### src/design/two_level_waveform_peak_builder_defines.svh
// Assertion macros for the two-level waveform peak builder.
// Needs signals clk and rst_n in the scope of each use; no other dependencies.
`ifndef TWO_LEVEL_WAVEFORM_PEAK_BUILDER_DEFINES_SVH
`define TWO_LEVEL_WAVEFORM_PEAK_BUILDER_DEFINES_SVH

`ifndef SYNTHESIS

// Property that must hold at every clock edge out of reset
`define WPB_ASSERT(lbl, prop, msg) \
    lbl: assert property (@(posedge clk) disable iff (!rst_n) (prop)) else $error(msg);

// Antecedent this cycle implies consequent in the next cycle
`define WPB_ASSERT_NEXT(lbl, ante, cons, msg) \
    lbl: assert property (@(posedge clk) disable iff (!rst_n) (ante) |=> (cons)) \
        else $error(msg);

`else

`define WPB_ASSERT(lbl, prop, msg)
`define WPB_ASSERT_NEXT(lbl, ante, cons, msg)

`endif

`endif

### src/design/wpb_pkg.sv
// Shared types and constants for the two-level waveform peak builder.
// No dependencies; imported by every module of the block.
package wpb_pkg;

    // Sample format and stream widths
    localparam int SAMPLE_BITS  = 24;
    localparam int S_DATA_BITS  = ((SAMPLE_BITS + 7) / 8) * 8;
    localparam int M_DATA_BITS  = ((2 * SAMPLE_BITS + 7) / 8) * 8;

    // Register and counter widths
    localparam int CHAN_BITS     = 5;
    localparam int POS_BITS      = 4;
    localparam int FRAME_BITS    = 16;
    localparam int PER_BITS      = 11;
    localparam int FINE_CNT_BITS = 10;

    localparam logic [CHAN_BITS-1:0] CHAN_MAX = CHAN_BITS'(16);
    localparam logic [PER_BITS-1:0]  PER_MAX  = PER_BITS'(1024);

    // Configuration port
    localparam int CFG_INDEX_BITS = 2;
    localparam int CFG_DATA_BITS  = 16;

    localparam logic [CFG_INDEX_BITS-1:0] REG_CHANNEL_COUNT   = CFG_INDEX_BITS'(0);
    localparam logic [CFG_INDEX_BITS-1:0] REG_FINE_STEP       = CFG_INDEX_BITS'(1);
    localparam logic [CFG_INDEX_BITS-1:0] REG_FINE_PER_COARSE = CFG_INDEX_BITS'(2);

    localparam logic [CHAN_BITS-1:0]  RST_CHANNEL_COUNT   = CHAN_BITS'(2);
    localparam logic [FRAME_BITS-1:0] RST_FINE_STEP       = FRAME_BITS'(256);
    localparam logic [PER_BITS-1:0]   RST_FINE_PER_COARSE = PER_BITS'(16);

    // Peak level codes
    localparam logic LEVEL_FINE   = 1'b0;
    localparam logic LEVEL_COARSE = 1'b1;

    // Output queue
    localparam int OQ_DEPTH    = 4;
    localparam int OQ_PTR_BITS = $clog2(OQ_DEPTH);
    localparam int OQ_CNT_BITS = $clog2(OQ_DEPTH + 1);

    typedef struct packed {
        logic [CHAN_BITS-1:0]  channel_count;
        logic [FRAME_BITS-1:0] fine_step;
        logic [PER_BITS-1:0]   fine_per_coarse;
    } cfg_t;

    typedef struct packed {
        logic                          level;
        logic signed [SAMPLE_BITS-1:0] pmin;
        logic signed [SAMPLE_BITS-1:0] pmax;
        logic                          last;
    } peak_t;

    // Results produced by one accepted sample, in output order
    typedef struct packed {
        logic [1:0] count;
        peak_t      first;
        peak_t      second;
    } push_t;

endpackage

### src/design/wpb_regs.sv
// Configuration registers of the waveform peak builder.
// Depends on wpb_pkg.
module wpb_regs
    import wpb_pkg::*;
(
    input  logic                      clk,
    input  logic                      rst_n,
    input  logic                      cfg_valid,
    output logic                      cfg_ready,
    input  logic [CFG_INDEX_BITS-1:0] cfg_index,
    input  logic [CFG_DATA_BITS-1:0]  cfg_data,
    output cfg_t                      cfg
);

    cfg_t cfg_reg;
    cfg_t cfg_next;

    assign cfg_ready = 1'b1;
    assign cfg           = cfg_reg;

    // Decode write beat; unknown indexes are dropped
    always_comb
    begin
        cfg_next = cfg_reg;
        if (cfg_valid)
        begin
            case (cfg_index)
                REG_CHANNEL_COUNT:   cfg_next.channel_count   = cfg_data[CHAN_BITS-1:0];
                REG_FINE_STEP:       cfg_next.fine_step       = cfg_data[FRAME_BITS-1:0];
                REG_FINE_PER_COARSE: cfg_next.fine_per_coarse = cfg_data[PER_BITS-1:0];
                default:             cfg_next = cfg_reg;
            endcase
        end
    end

    always_ff @(posedge clk or negedge rst_n)
    begin
        if (!rst_n)
        begin
            cfg_reg.channel_count   <= RST_CHANNEL_COUNT;
            cfg_reg.fine_step       <= RST_FINE_STEP;
            cfg_reg.fine_per_coarse <= RST_FINE_PER_COARSE;
        end
        else
        begin
            cfg_reg <= cfg_next;
        end
    end

endmodule

### src/design/wpb_core.sv
// Per-sample min/max tracking for fine and coarse groups.
// Depends on wpb_pkg and the assertion macros header.
`include "two_level_waveform_peak_builder_defines.svh"

module wpb_core
    import wpb_pkg::*;
(
    input  logic                          clk,
    input  logic                          rst_n,
    input  logic                          accept,
    input  logic signed [SAMPLE_BITS-1:0] sample,
    input  logic                          eoc,
    input  cfg_t                          cfg,
    output push_t                         push
);

    // Group state
    logic [POS_BITS-1:0]           pos_reg,    pos_next;
    logic [FRAME_BITS-1:0]         frames_reg, frames_next;
    logic [FINE_CNT_BITS-1:0]      fines_reg,  fines_next;
    logic signed [SAMPLE_BITS-1:0] gmin_reg,   gmin_next;
    logic signed [SAMPLE_BITS-1:0] gmax_reg,   gmax_next;
    logic signed [SAMPLE_BITS-1:0] cmin_reg,   cmin_next;
    logic signed [SAMPLE_BITS-1:0] cmax_reg,   cmax_next;

    // Effective limits
    logic [CHAN_BITS-1:0]  chans;
    logic [FRAME_BITS-1:0] step_eff;
    logic [PER_BITS-1:0]   per_eff;

    logic [POS_BITS-1:0]           pos_w;
    logic [CHAN_BITS-1:0]          pos_inc;
    logic [POS_BITS-1:0]           pos_adv;
    logic                          measure;
    logic                          grp_first;
    logic signed [SAMPLE_BITS-1:0] lo, hi, fmin, fmax, cmin_f, cmax_f;
    logic [FRAME_BITS:0]           frames_inc, frames_a;
    logic [PER_BITS-1:0]           fines_inc;
    logic                          close_m, close_f, coarse_close, coarse_only;

    // Clamp configuration
    always_comb
    begin
        if (cfg.channel_count == '0)
            chans = CHAN_BITS'(1);
        else if (cfg.channel_count > CHAN_MAX)
            chans = CHAN_MAX;
        else
            chans = cfg.channel_count;

        step_eff = (cfg.fine_step == '0) ? FRAME_BITS'(1) : cfg.fine_step;

        if (cfg.fine_per_coarse == '0)
            per_eff = PER_BITS'(1);
        else if (cfg.fine_per_coarse > PER_MAX)
            per_eff = PER_MAX;
        else
            per_eff = cfg.fine_per_coarse;
    end

    // Channel position, wrapped against the current channel count
    assign pos_w   = ({1'b0, pos_reg} >= chans) ? '0 : pos_reg;
    assign measure = (pos_w == '0);
    assign pos_inc = {1'b0, pos_w} + CHAN_BITS'(1);
    assign pos_adv = (pos_inc >= chans) ? '0 : pos_inc[POS_BITS-1:0];

    // Fine group update
    assign grp_first  = (frames_reg == '0);
    assign lo         = (grp_first || sample < gmin_reg) ? sample : gmin_reg;
    assign hi         = (grp_first || sample > gmax_reg) ? sample : gmax_reg;
    assign fmin       = measure ? lo : gmin_reg;
    assign fmax       = measure ? hi : gmax_reg;
    assign frames_inc = {1'b0, frames_reg} + (FRAME_BITS+1)'(1);
    assign frames_a   = measure ? frames_inc : {1'b0, frames_reg};
    assign close_m    = measure && (frames_inc >= {1'b0, step_eff});
    assign close_f    = close_m || (eoc && frames_a != '0);

    // Fold closing fine group into the coarse group
    assign cmin_f       = (fines_reg == '0 || fmin < cmin_reg) ? fmin : cmin_reg;
    assign cmax_f       = (fines_reg == '0 || fmax > cmax_reg) ? fmax : cmax_reg;
    assign fines_inc    = {1'b0, fines_reg} + PER_BITS'(1);
    assign coarse_close = close_f && (fines_inc >= per_eff || eoc);
    assign coarse_only  = !close_f && eoc && (fines_reg != '0);

    // Results for this beat: fine first, then coarse
    always_comb
    begin
        push = '0;
        if (accept)
        begin
            if (close_f)
            begin
                push.count        = coarse_close ? 2'd2 : 2'd1;
                push.first.level  = LEVEL_FINE;
                push.first.pmin   = fmin;
                push.first.pmax   = fmax;
                push.first.last   = !coarse_close;
                push.second.level = LEVEL_COARSE;
                push.second.pmin  = cmin_f;
                push.second.pmax  = cmax_f;
                push.second.last  = 1'b1;
            end
            else if (coarse_only)
            begin
                push.count       = 2'd1;
                push.first.level = LEVEL_COARSE;
                push.first.pmin  = cmin_reg;
                push.first.pmax  = cmax_reg;
                push.first.last  = 1'b1;
            end
        end
    end

    // Next state
    always_comb
    begin
        pos_next    = pos_reg;
        frames_next = frames_reg;
        fines_next  = fines_reg;
        gmin_next   = gmin_reg;
        gmax_next   = gmax_reg;
        cmin_next   = cmin_reg;
        cmax_next   = cmax_reg;
        if (accept)
        begin
            gmin_next = fmin;
            gmax_next = fmax;
            if (close_f)
            begin
                cmin_next = cmin_f;
                cmax_next = cmax_f;
            end
            if (eoc)
            begin
                pos_next    = '0;
                frames_next = '0;
                fines_next  = '0;
            end
            else
            begin
                pos_next = pos_adv;
                if (close_f)
                begin
                    frames_next = '0;
                    fines_next  = coarse_close ? '0 : fines_inc[FINE_CNT_BITS-1:0];
                end
                else
                begin
                    frames_next = frames_a[FRAME_BITS-1:0];
                end
            end
        end
    end

    // Counters
    always_ff @(posedge clk or negedge rst_n)
    begin
        if (!rst_n)
        begin
            pos_reg    <= '0;
            frames_reg <= '0;
            fines_reg  <= '0;
        end
        else
        begin
            pos_reg    <= pos_next;
            frames_reg <= frames_next;
            fines_reg  <= fines_next;
        end
    end

    // Min/max accumulators; only read while their group count is nonzero
    always_ff @(posedge clk)
    begin
        gmin_reg <= gmin_next;
        gmax_reg <= gmax_next;
        cmin_reg <= cmin_next;
        cmax_reg <= cmax_next;
    end

    `WPB_ASSERT(a_pair_order, push.count != 2'd2 || (push.first.level == LEVEL_FINE && push.second.level == LEVEL_COARSE && !push.first.last), "two results must be fine then coarse")
    `WPB_ASSERT_NEXT(a_eoc_clears, accept && eoc, pos_reg == '0 && frames_reg == '0 && fines_reg == '0, "end of clip must clear all counters")
    `WPB_ASSERT_NEXT(a_coarse_restarts, push.count == 2'd2, fines_reg == '0 && frames_reg == '0, "coarse close must restart both groups")

endmodule

### src/design/wpb_outq.sv
// Small result queue between the peak logic and the output stream.
// Takes up to two results a beat, hands out one. Depends on wpb_pkg and macros.
`include "two_level_waveform_peak_builder_defines.svh"

module wpb_outq
    import wpb_pkg::*;
(
    input  logic  clk,
    input  logic  rst_n,
    input  push_t push,
    output logic  space,
    output logic  valid,
    input  logic  ready,
    output peak_t head
);

    peak_t                  q_reg [OQ_DEPTH];
    logic [OQ_PTR_BITS-1:0] wr_reg, wr_next;
    logic [OQ_PTR_BITS-1:0] rd_reg, rd_next;
    logic [OQ_CNT_BITS-1:0] cnt_reg, cnt_next;
    logic [OQ_PTR_BITS-1:0] wr_second;
    logic                   pop;

    // Room for a full pair of results
    assign space     = (cnt_reg <= OQ_CNT_BITS'(OQ_DEPTH - 2));
    assign valid     = (cnt_reg != '0);
    assign head      = q_reg[rd_reg];
    assign pop       = valid && ready;
    assign wr_second = wr_reg + OQ_PTR_BITS'(1);

    // Pointer and fill count
    always_comb
    begin
        wr_next  = wr_reg + OQ_PTR_BITS'(push.count);
        rd_next  = rd_reg + OQ_PTR_BITS'(pop);
        cnt_next = cnt_reg + OQ_CNT_BITS'(push.count) - OQ_CNT_BITS'(pop);
    end

    always_ff @(posedge clk or negedge rst_n)
    begin
        if (!rst_n)
        begin
            wr_reg  <= '0;
            rd_reg  <= '0;
            cnt_reg <= '0;
        end
        else
        begin
            wr_reg  <= wr_next;
            rd_reg  <= rd_next;
            cnt_reg <= cnt_next;
        end
    end

    // Entry storage
    always_ff @(posedge clk)
    begin
        if (push.count != 2'd0)
            q_reg[wr_reg] <= push.first;
        if (push.count == 2'd2)
            q_reg[wr_second] <= push.second;
    end

    `WPB_ASSERT(a_no_overflow, cnt_reg <= OQ_CNT_BITS'(OQ_DEPTH), "result queue overflow")
    `WPB_ASSERT(a_push_has_room, push.count == 2'd0 || space, "results pushed without room")

endmodule

### src/design/two_level_waveform_peak_builder.sv
// Top level of the two-level waveform peak builder.
// Depends on wpb_pkg, wpb_regs, wpb_core and wpb_outq.
//
// Takes one interleaved audio sample per beat and measures the first channel of
// each frame. Every fine_step frames it emits a fine peak (min and max), and every
// fine_per_coarse fine peaks a coarse peak; end of clip flushes partial groups
// and clears all counts. A sample is taken in every cycle while the four-entry
// result queue has room for two results; a sample's results enter the queue as
// it is accepted and leave it fine before coarse, and the last result a sample
// causes is marked with m_tlast. A sustained rate below one sample per cycle only
// arises when the output side stalls or takes results slower than they are made.
module two_level_waveform_peak_builder
    import wpb_pkg::*;
(
    input  logic                      clk,
    input  logic                      rst_n,
    // Sample stream
    input  logic                      s_tvalid,
    output logic                      s_tready,
    input  logic [S_DATA_BITS-1:0]    s_tdata,   // sample_value
    input  logic                      s_tlast,   // end_of_clip
    // Peak stream
    output logic                      m_tvalid,
    input  logic                      m_tready,
    output logic [M_DATA_BITS-1:0]    m_tdata,   // peak_min, peak_max
    output logic                      m_tuser,   // peak_level
    output logic                      m_tlast,   // last_of_run
    // Configuration writes
    input  logic                      cfg_valid,
    output logic                      cfg_ready,
    input  logic [CFG_INDEX_BITS-1:0] cfg_index,
    input  logic [CFG_DATA_BITS-1:0]  cfg_data
);

    cfg_t  cfg;
    push_t push;
    peak_t head;
    logic  accept;
    logic  space;

    assign s_tready = space;
    assign accept   = s_tvalid && space;

    wpb_regs u_regs (
        .clk       (clk),
        .rst_n     (rst_n),
        .cfg_valid (cfg_valid),
        .cfg_ready (cfg_ready),
        .cfg_index (cfg_index),
        .cfg_data  (cfg_data),
        .cfg       (cfg)
    );

    wpb_core u_core (
        .clk    (clk),
        .rst_n  (rst_n),
        .accept (accept),
        .sample (s_tdata[SAMPLE_BITS-1:0]),
        .eoc    (s_tlast),
        .cfg    (cfg),
        .push   (push)
    );

    wpb_outq u_outq (
        .clk   (clk),
        .rst_n (rst_n),
        .push  (push),
        .space (space),
        .valid (m_tvalid),
        .ready (m_tready),
        .head  (head)
    );

    // Output beat packing
    assign m_tdata = M_DATA_BITS'({head.pmax, head.pmin});
    assign m_tuser = head.level;
    assign m_tlast = head.last;

endmodule
### config.mk
export PLATFORM = sky130hd
export DESIGN_NAME = two_level_waveform_peak_builder
export DESIGN_NICKNAME = d
export VERILOG_FILES = /design/src/design/wpb_pkg.sv /design/src/design/wpb_regs.sv /design/src/design/wpb_core.sv /design/src/design/wpb_outq.sv /design/src/design/two_level_waveform_peak_builder.sv
export VERILOG_INCLUDE_DIRS = /design/src /design/src/design
export SDC_FILE = /design/constraint.sdc
export NUM_CORES = 1
export LEC_CHECK = 0
export ABC_CLOCK_PERIOD_IN_PS = 13000
export BUFFER_PORTS_ARGS = -buffer_cell sky130_fd_sc_hd__buf_2
export CAP_MARGIN = 20
export CORE_MARGIN = 5
export CORE_UTILIZATION = 66
export CTS_BUF_LIST = sky130_fd_sc_hd__clkbuf_4
export DETAILED_ROUTE_END_ITERATION = 10
export PLACE_DENSITY_LB_ADDON = 0.05
export SLEW_MARGIN = 20
export SYNTH_ARGS = -nofsm -noshare
export SYNTH_HDL_FRONTEND = slang
export SYNTH_HIERARCHICAL = 1
export SYNTH_SLANG_ARGS = --single-unit
### constraint.sdc
create_clock -name clk -period 13 [get_ports clk]
set_input_delay 1.3 -clock clk [delete_from_list [all_inputs] [get_ports clk]]
set_output_delay 1.3 -clock clk [all_outputs]
set_load 0.02 [all_outputs]
* Yosys cells after proc, flatten, opt, wreduce, memory -nomap -nowiden
Memory sizes are Yosys's and may differ from the RTL's. Cells that the tools add are included.
Word-level totals: flip-flop bits (word level) 165, memories kept 1, input port bits 48, bits in writable memories 200
Memory list:
- u_outq.q_reg | words 4, bits a word 50, read ports 1, clocked after memory_dff 0, write ports 2, RTL line wpb_outq.sv:17 | peak_t q_reg [OQ_DEPTH];
Operators by class: add/subtract/negate cells 8, reductions and logical operators 32, multiplexer cells 29, equal/unequal tests 3, $lt $le $gt $ge 11
Operator list (count):
- $mux 24 | 6
- $mux 102 | 1
- $mux 52 | 1
- $mux 51 | 1
- $mux 50 | 1
- $gt 24x24->1 | 2
- $lt 24x24->1 | 2
- $mux 16 | 3
- $logic_not 16->1 | 2
- $mux 10 | 3
- $mux 11 | 2
- $add 16x1->17 const B | 1
- $ge 17x16->1 | 1
- $mux 17 | 1
- $reduce_bool 17->1 | 1
- $mux 4 | 3
- $add 10x1->11 const B | 1
- $ge 11x11->1 | 1
- $gt 11x11->1 const B | 1
- $logic_not 11->1 | 1
- $logic_not 10->1 | 1
- $mux 5 | 2
- $reduce_and 2->1 | 5
- $reduce_bool 10->1 | 1
- 22 further kinds | 39

* Longest topological paths before layout
Gate-level depths: netlist of run 1.
depth after elaboration 19, gate-level depth with buffers 32, gate-level depth less buffers 28

* Hierarchy
Netlist of run 1, hierarchy kept.
By module, submodules not included:
- wpb_core | area an instance 10741.6 µm², cells an instance 1122, instances 1, seq. area each 3633.5 µm²
- wpb_outq | area an instance 10338.7 µm², cells an instance 525, instances 1, seq. area each 6180.9 µm²
- wpb_regs | area an instance 1282.5 µm², cells an instance 71, instances 1, seq. area each 804.5 µm²
- two_level_waveform_peak_builder | area an instance 6.3 µm², cells an instance 1, instances 1, seq. area each 0.0 µm²

* Worst setup path before layout of run 1
OpenSTA, ideal clock, no wires.
path type register to register, from reg u_regs.cfg_reg (netlist bit u_regs/cfg[28]), to mem u_outq/q_reg[0][0] (netlist name), enable pin, arrival time 7.951 ns, data required time 12.473 ns, stages on the path, launching flop included 26, path slack 4.523 ns, period minus slack after synthesis 8.477 ns, setup time 0.527 ns, cell sequence dfstp_2 nor3_1 nor2_1 nor2_1 ha_1 nand2b_1 a31oi_1 nor2b_1 o21ai_0 nand2_1 ha_1 nor3b_1 a31oi_1 o21a_1 buf_2 o21ai_0 o31ai_1 o21ai_0 nor4_2 and4_1 clkbuf_1 buf_2 o22a_1 buf_4 o21bai_1 o21ai_0
RTL lines:
- start, declared | RTL line wpb_regs.sv:15 | cfg_t cfg_reg;
- start signal, assigned | RTL line wpb_regs.sv:46 | cfg_reg <= cfg_next;
- end, declared | RTL line wpb_outq.sv:17

==> run metrics, run 1 <==
die height=194 um; share of the cycle needed by the critical path after routing=roughly 61%; number of buffers inserted for hold repair after clock tree synthesis=0; Worst Max-Slew Pin Slew=~1100 ps; cell count after synthesis=~1700; maximum number of pins on one net before global-route repair=74; post-synth top area cell=sky130_fd_sc_hd__edfxtp_1; VDD IR-drop max=roughly 0.00021 V; max-cap check violation count=0; clock buffer count from CTS=96; Synth-to-Final Area Change=8.72%; setup_tns=0 ps; Post-Syn Area=around 0.022 sq mm; Hold WS=between 500 and 600 ps; max_slew headroom=23.6%; drt drc=0; commonest cells after routing, fill and taps aside=sky130_fd_sc_hd__edfxtp_1, sky130_fd_sc_hd__mux2_2, sky130_fd_sc_hd__ha_1; count of fill cells added during filler insertion=around 2300; row count=67; fraction of synthesized cell area taken by the top area cell type=between 30% and 40%; type of destination of the critical path=register; maximum fanout along the worst path=23; iteration-0 DRC count of the detailed router=~1300; placed standard-cell area=0.0230 sq mm; RSZ-0062 raised after global routing=false; count of unique library cells instantiated by Yosys=86; fraction of registers with async set or reset after synthesis=18.9%; GPL Wtd Cong=slightly above 0.9; DR WL/cell=between 20 and 25 um; number of iterations in the first detailed-routing pass=5; Post-Route Skew=39.4 ps; net count after synthesis=1907; clock latency at the later pin of the worst-skew pair=roughly 800 ps; antenna violations before repair=2; Port Buffers=99; cts repair resizes=0; most used flip-flop cell after synthesis=sky130_fd_sc_hd__edfxtp_1; CTS tree=yes; number of clock sinks=between 300 and 400; number of global-route vias before repair=15200; maximum count of clock buffers along a single path=3; most frequent standard cell in the layout excluding fill and tap cells=sky130_fd_sc_hd__edfxtp_1; post-detailed-placement half-perimeter wirelength=between 30000 and 40000 um; classification of the worst-slack hold path=register to register; post-route standard cell area excluding fillers=roughly 0.024 sq mm; average footprint of a synthesized cell=13.0 sq um; critical path startpoint category=register; endpoint required time on the critical path=between 10000 and 15000 ps; Final Max Slew Viols=0; Leakage=10.1 nW; final setup violation count=0; setup slack on the worst flop-to-flop path=5030 ps; clock-pin slew reported for the worst setup and hold paths after clock tree synthesis=60 ps; shortest clock period the worst path allows after layout=7970 ps; die width=194 um; Yosys warnings=6; Final Hold Fails=0; number of antenna-violating nets in the routed design=0; boundary pin count=between 100 and 150; Highest Clock Rate=around 130 MHz; number of synthesized flops with an enable pin=approximately 300; number of synthesized register bits=approximately 370; Final Util=around 73%; PD cells=approximately 200 mW/mm^2; clock root buffer=sky130_fd_sc_hd__clkbuf_4; share of post-route cells with drive strength above 1=between 30% and 40%; number of flip-flops under the largest register name=200; first-pass GRT wire length=between 80000 and 90000 um; global routing usage summed across all routing layers=27.5%; DRT Wirelength=52400 um; run status=finished clean; post-route worst setup slack=5030 ps; vias per cell=6.25; H-Tree Level Count=3; Layout Nets=about 2000; post-CTS setup buffer count=0; setup slack after placement=~5200 ps; initial core utilization=between 60% and 70%; vias after detailed routing=around 15000; Data arrival, critical path=8610 ps; category of the most critical setup path=register to register; Seq/Total Area, Yosys=between 40% and 50%; residual overflow from global routing=0; Core Area=0.0335 sq mm; Die Footprint=~0.038 sq mm; largest cells by area after synthesis=sky130_fd_sc_hd__edfxtp_1, sky130_fd_sc_hd__mux2_2, sky130_fd_sc_hd__ha_1
## routing by layer
metal | wire length (um) | GRT usage (%)
met1 | 22000 | 37.5
met2 | 25600 | 45.3
met3 | 3570 | 4.88
met4 | 1240 | 9.19
met5 | 0 | 0
## area by class of cell
type	count	area, sq um	share of cell area [%]
clock buffer	131	983	4.04
antenna	3	7.51	0.0309
tap	448	561	2.30
inverter	134	505	2.08
multi-input combinational	1130	10700	44.0
clock inverter	48	298	1.22
sequential	365	10600	43.7
timing repair buffer	118	638	2.62
## critical path, cell delays in order (launching register included)
cell and delay [ps]:
sky130_fd_sc_hd__dfrtp_1 400, sky130_fd_sc_hd__nor3_1 180, sky130_fd_sc_hd__nor2_1 60, sky130_fd_sc_hd__nor2_1 130, sky130_fd_sc_hd__ha_1 240, sky130_fd_sc_hd__nand2b_1 140
sky130_fd_sc_hd__a31oi_1 310, sky130_fd_sc_hd__nor2b_1 100, sky130_fd_sc_hd__o21ai_0 320, sky130_fd_sc_hd__nand2_1 130, sky130_fd_sc_hd__ha_1 240, sky130_fd_sc_hd__nor3b_1 140
sky130_fd_sc_hd__a31oi_1 210, sky130_fd_sc_hd__o21a_1 570, sky130_fd_sc_hd__a21o_1 810, sky130_fd_sc_hd__mux2_2 470, sky130_fd_sc_hd__ha_1 300, sky130_fd_sc_hd__a21o_1 180
sky130_fd_sc_hd__a21o_1 170, sky130_fd_sc_hd__a221o_1 290, sky130_fd_sc_hd__a211o_1 300, sky130_fd_sc_hd__a211o_1 330, sky130_fd_sc_hd__mux2i_4 220, sky130_fd_sc_hd__inv_1 660
sky130_fd_sc_hd__nor3_1 160, sky130_fd_sc_hd__nor3_1 480, sky130_fd_sc_hd__mux2_2 270
## cell usage after synthesis (all sizes together) (3+ instances only)
master / count
a211o: 6
a211oi: 5
a21o: 29
a21oi: 65
a221oi: 3
a22o: 51
a31oi: 9
a32o: 9
and2: 29
and3: 10
and4: 9
buf: 66
clkbuf: 24
dfrtp: 66
dfstp: 3
edfxtp: 296
ha: 139
inv: 133
mux2: 302
mux2i: 4
mux4: 50
nand2: 50
nand2b: 9
nand3: 24
nand3b: 3
nand4: 22
nor2: 77
nor2b: 10
nor3: 61
nor4: 12
nor4b: 3
o21a: 4
o21ai: 48
o31ai: 6
o41ai: 3
or3: 9
xnor2: 22
xor2: 11
## power breakdown
group / internal, mW / switching, mW / total [mW]
logic: 0.870 / 1.15 / 2.02
clock network: 0.551 / 0.495 / 1.05
registers: 1.58 / 0.168 / 1.75
## through the flow
step	cells	power, mW
2_1_floorplan	1719	3.23
3_3_place_gp	2195	3.71
3_5_place_dp	2195	3.78
4_1_cts	2374	4.84
5_1_grt	2376	5.12
6_report	2377	4.82
## cells by family (layout without fill, tap and decap cells)
group                    Yosys count  count (layout)  share of synthesized area (%)
buffers and inverters            224             431                           4.97
adder cells (fa/ha/maj)          140             140                           7.86
other                              1               4                         0.0168
multiplexers                     356             356                           21.6
AND/OR/NAND/NOR                  336             336                           8.17
XOR/XNOR                          33              33                           1.29
AO/OA/AOI/OAI                    264             264                           8.60
flip-flops                       365             365                           47.5
## path summary, 6_finish.rpt
check / start / endpoint / depth (start not counted)
min: u_regs/cfg[11]$_DFFE_PN0P_ / u_regs/cfg[11]$_DFFE_PN0P_ / 1
min reg2reg: u_regs/cfg[11]$_DFFE_PN0P_ / u_regs/cfg[11]$_DFFE_PN0P_ / 1
max: u_regs/cfg[29]$_DFFE_PN0P_ / u_outq/q_reg[1][41]$_DFFE_PP_ / 26
max in group asynchronous: rst_n / u_outq/rd_reg[1]$_DFF_PN0_ / 2
min in group asynchronous: rst_n / u_outq/cnt_reg[2]$_DFF_PN0_ / 2
max reg2reg: u_regs/cfg[29]$_DFFE_PN0P_ / u_outq/q_reg[1][41]$_DFFE_PP_ / 26
Power figures use the tool's default switching activity.
==> run 2: changes to the inputs <==
--- a/config.mk
+++ b/config.mk
@@ -6,11 +6,11 @@
 export SDC_FILE = /design/constraint.sdc
 export NUM_CORES = 1
 export LEC_CHECK = 0
-export ABC_CLOCK_PERIOD_IN_PS = 13000
+export ABC_CLOCK_PERIOD_IN_PS = 7380
 export BUFFER_PORTS_ARGS = -buffer_cell sky130_fd_sc_hd__buf_2
 export CAP_MARGIN = 20
 export CORE_MARGIN = 5
-export CORE_UTILIZATION = 66
+export CORE_UTILIZATION = 65
 export CTS_BUF_LIST = sky130_fd_sc_hd__clkbuf_4
 export DETAILED_ROUTE_END_ITERATION = 10
 export PLACE_DENSITY_LB_ADDON = 0.05
==> constraint.sdc (replaced) <==
create_clock -name clk -period 7.38 [get_ports clk]
set_input_delay 0.738 -clock clk [delete_from_list [all_inputs] [get_ports clk]]
set_output_delay 0.738 -clock clk [all_outputs]
set_load 0.02 [all_outputs]
==> run 2 against run 1 <==
- die area rose by 1.5%
- core utilization decreased by 1.4 points
- total power grew 74%
- clock skew grew 32 ps
- cell count increased by 0.46%
- critical endpoint is now u_outq/q_reg[0][41]$_DFFE_PP_
- largest power group unchanged
==> run metrics, run 2 (synthesis results as in run 1) <==
first-pass GRT wire length=82400 um; type of destination of the critical path=register; clock root buffer=sky130_fd_sc_hd__clkbuf_4; die height=slightly below 200 um; vias after detailed routing=around 15000; commonest cells after routing, fill and taps aside=sky130_fd_sc_hd__edfxtp_1, sky130_fd_sc_hd__mux2_2, sky130_fd_sc_hd__ha_1; vias per cell=between 6 and 7; share of post-route cells with drive strength above 1=a little over a third; H-Tree Level Count=3; clock buffer count from CTS=95; run status=finished clean; Final Hold Fails=0; top layer reached by signal wires=met4; number of antenna-violating nets in the routed design=0; Core Area=0.0343 sq mm; global routing usage summed across all routing layers=27.1%; routed wire length on met3=roughly 3500 um; residual overflow from global routing=0; Worst Max-Slew Pin Slew=between 900 and 1000 ps; initial core utilization=between 60% and 70%; category of the most critical setup path=register to register; post-detailed-placement half-perimeter wirelength=34600 um; critical path startpoint category=register; count of fill cells added during filler insertion=between 2000 and 2500; number of clock sinks=~370; Die Footprint=0.0382 sq mm; number of flip-flops under the largest register name=200; RSZ-0062 raised after global routing=false; setup_tns=0 ps; maximum fanout along the worst path=15; most frequent standard cell in the layout excluding fill and tap cells=sky130_fd_sc_hd__edfxtp_1; Max stage delay on crit path=~430 ps; maximum number of pins on one net before global-route repair=80; classification of the worst-slack hold path=input port to asynchronous set/reset pin; drt drc=0; Highest Clock Rate=between 100 and 150 MHz; Layout Nets=around 2000; Data arrival, critical path=roughly 7500 ps; max-cap check violation count=0; CTS tree=yes; Detail Route met2 WL=around 25000 um; die width=between 150 and 200 um; number of buffers inserted for hold repair after clock tree synthesis=0; GPL Wtd Cong=approximately 0.86; Port Buffers=99; Final Util=between 70% and 80%; Met1 Routed Length=roughly 22000 um; share of the cycle needed by the critical path after routing=93.3%; maximum count of clock buffers along a single path=3; final setup violation count=0; Leakage=between 10 and 15 nW; VDD IR-drop max=between 0.0002 and 0.0003 V; number of global-route vias before repair=about 15000; Post-Route Skew=just over 70 ps; DRT Wirelength=51900 um; row count=between 60 and 70; PD cells=roughly 340 mW/mm^2; max_slew headroom=37.2%; endpoint of the worst register-to-register path=u_outq/q_reg[0][41]$_DFFE_PP_; setup slack on the worst flop-to-flop path=490 ps; antenna violations before repair=2; number of iterations in the first detailed-routing pass=5; clock latency at the later pin of the worst-skew pair=790 ps; DR WL/cell=approximately 22 um; Synth-to-Final Area Change=9.08%; origin of the critical flop-to-flop path=u_regs/cfg[29]$_DFFE_PN0P_; shortest clock period the worst path allows after layout=just under 7000 ps; boundary pin count=a little over 100; worst r2r path cells=28; Final Max Slew Viols=0; clock-pin slew reported for the worst setup and hold paths after clock tree synthesis=around 70 ps; endpoint required time on the critical path=approximately 8000 ps; slowest cell on the critical path=sky130_fd_sc_hd__mux2_2; iteration-0 DRC count of the detailed router=~1200
[run 2: changes by cell type in the layout (fill, tap and decap cells not counted), sizes merged]
cell	before	now
diode	3	4
bufinv	4	1
clkbuf	131	132
clkinv	43	31
buf	118	134
inv	135	136
[run 2: worst max-delay path by stage]
stage / from / to / slack, ps / depth (start not counted)
finish: u_regs/cfg[29]$_DFFE_PN0P_ / u_outq/q_reg[0][41]$_DFFE_PP_ / 490 / 28
detailed placement: u_regs/cfg[31]$_DFFE_PN0P_ / u_outq/q_reg[1][43]$_DFFE_PP_ / 380 / 27
global route: u_regs/cfg[29]$_DFFE_PN0P_ / u_outq/q_reg[1][41]$_DFFE_PP_ / 50 / 28
global placement: u_regs/cfg[29]$_DFFE_PN0P_ / u_outq/q_reg[1][43]$_DFFE_PP_ / 530 / 25
CTS: u_regs/cfg[31]$_DFFE_PN0P_ / u_outq/q_reg[1][43]$_DFFE_PP_ / 300 / 27
floorplan: u_regs/cfg[28]$_DFFE_PN1P_ / u_outq/q_reg[2][0]$_DFFE_PP_ / 150 / 25
[run 2: metrics by stage]
stage / cell area [sq um] / std cells / setup slack [ps] / hold WS, ps / power [mW]
6_report: 24400 / 2388 / 493 / 154 / 8.36
5_1_grt: 24400 / 2386 / 49.8 / 175 / 8.92
4_1_cts: 24300 / 2382 / 299 / 109 / 8.40
3_5_place_dp: 23200 / 2216 / 380 / 506 / 6.68
3_3_place_gp: 23200 / 2215 / 534 / 504 / 6.57
2_1_floorplan: 22400 / 1719 / 150 / 442 / 5.69
[run 2: report_power, final]
part           internal, mW  total, mW  switching [mW]
registers              2.78       3.02           0.242
clock network         0.859       1.69           0.828
logic                  1.57       3.65            2.07
[run 2: final cells by class]
cell class,count,area (sq um),share of cell area (%)
Antenna cell,4,10.0,0.0410
Clock buffer,132,991,4.06
Clock inverter,34,160,0.656
Inverter,134,505,2.07
Multi-Input combinational cell,1130,10700,44.0
Sequential cell,365,10600,43.5
Tap cell,455,569,2.33
Timing Repair Buffer,134,803,3.29
[run 2: worst max-delay path, delay by kind of cell, from the launching register on]
kind	cells	cell delay [ps]
adders and majority gates	3	790
buffers and inverters	3	940
DFF	1	390
AOI/OAI and AO/OA	10	2320
muxes	3	890
and+or+nand+nor	9	1390
[run 2: repair_timing]
| action | CTS | global route |
|---|---|---|
| endpoints found under the setup margin | 0 | 108 |
| gates resized for setup | 0 | 9 |
| setup buffers | 0 | 1 |
[run 2: routing by layer]
layer | global-route usage (%) | up-vias
li1 | - | 6897
met1 | 36.9 | 7397
met2 | 44.6 | 463
met3 | 5.16 | 69
met4 | 8.46 | 0
met5 | 0 | -
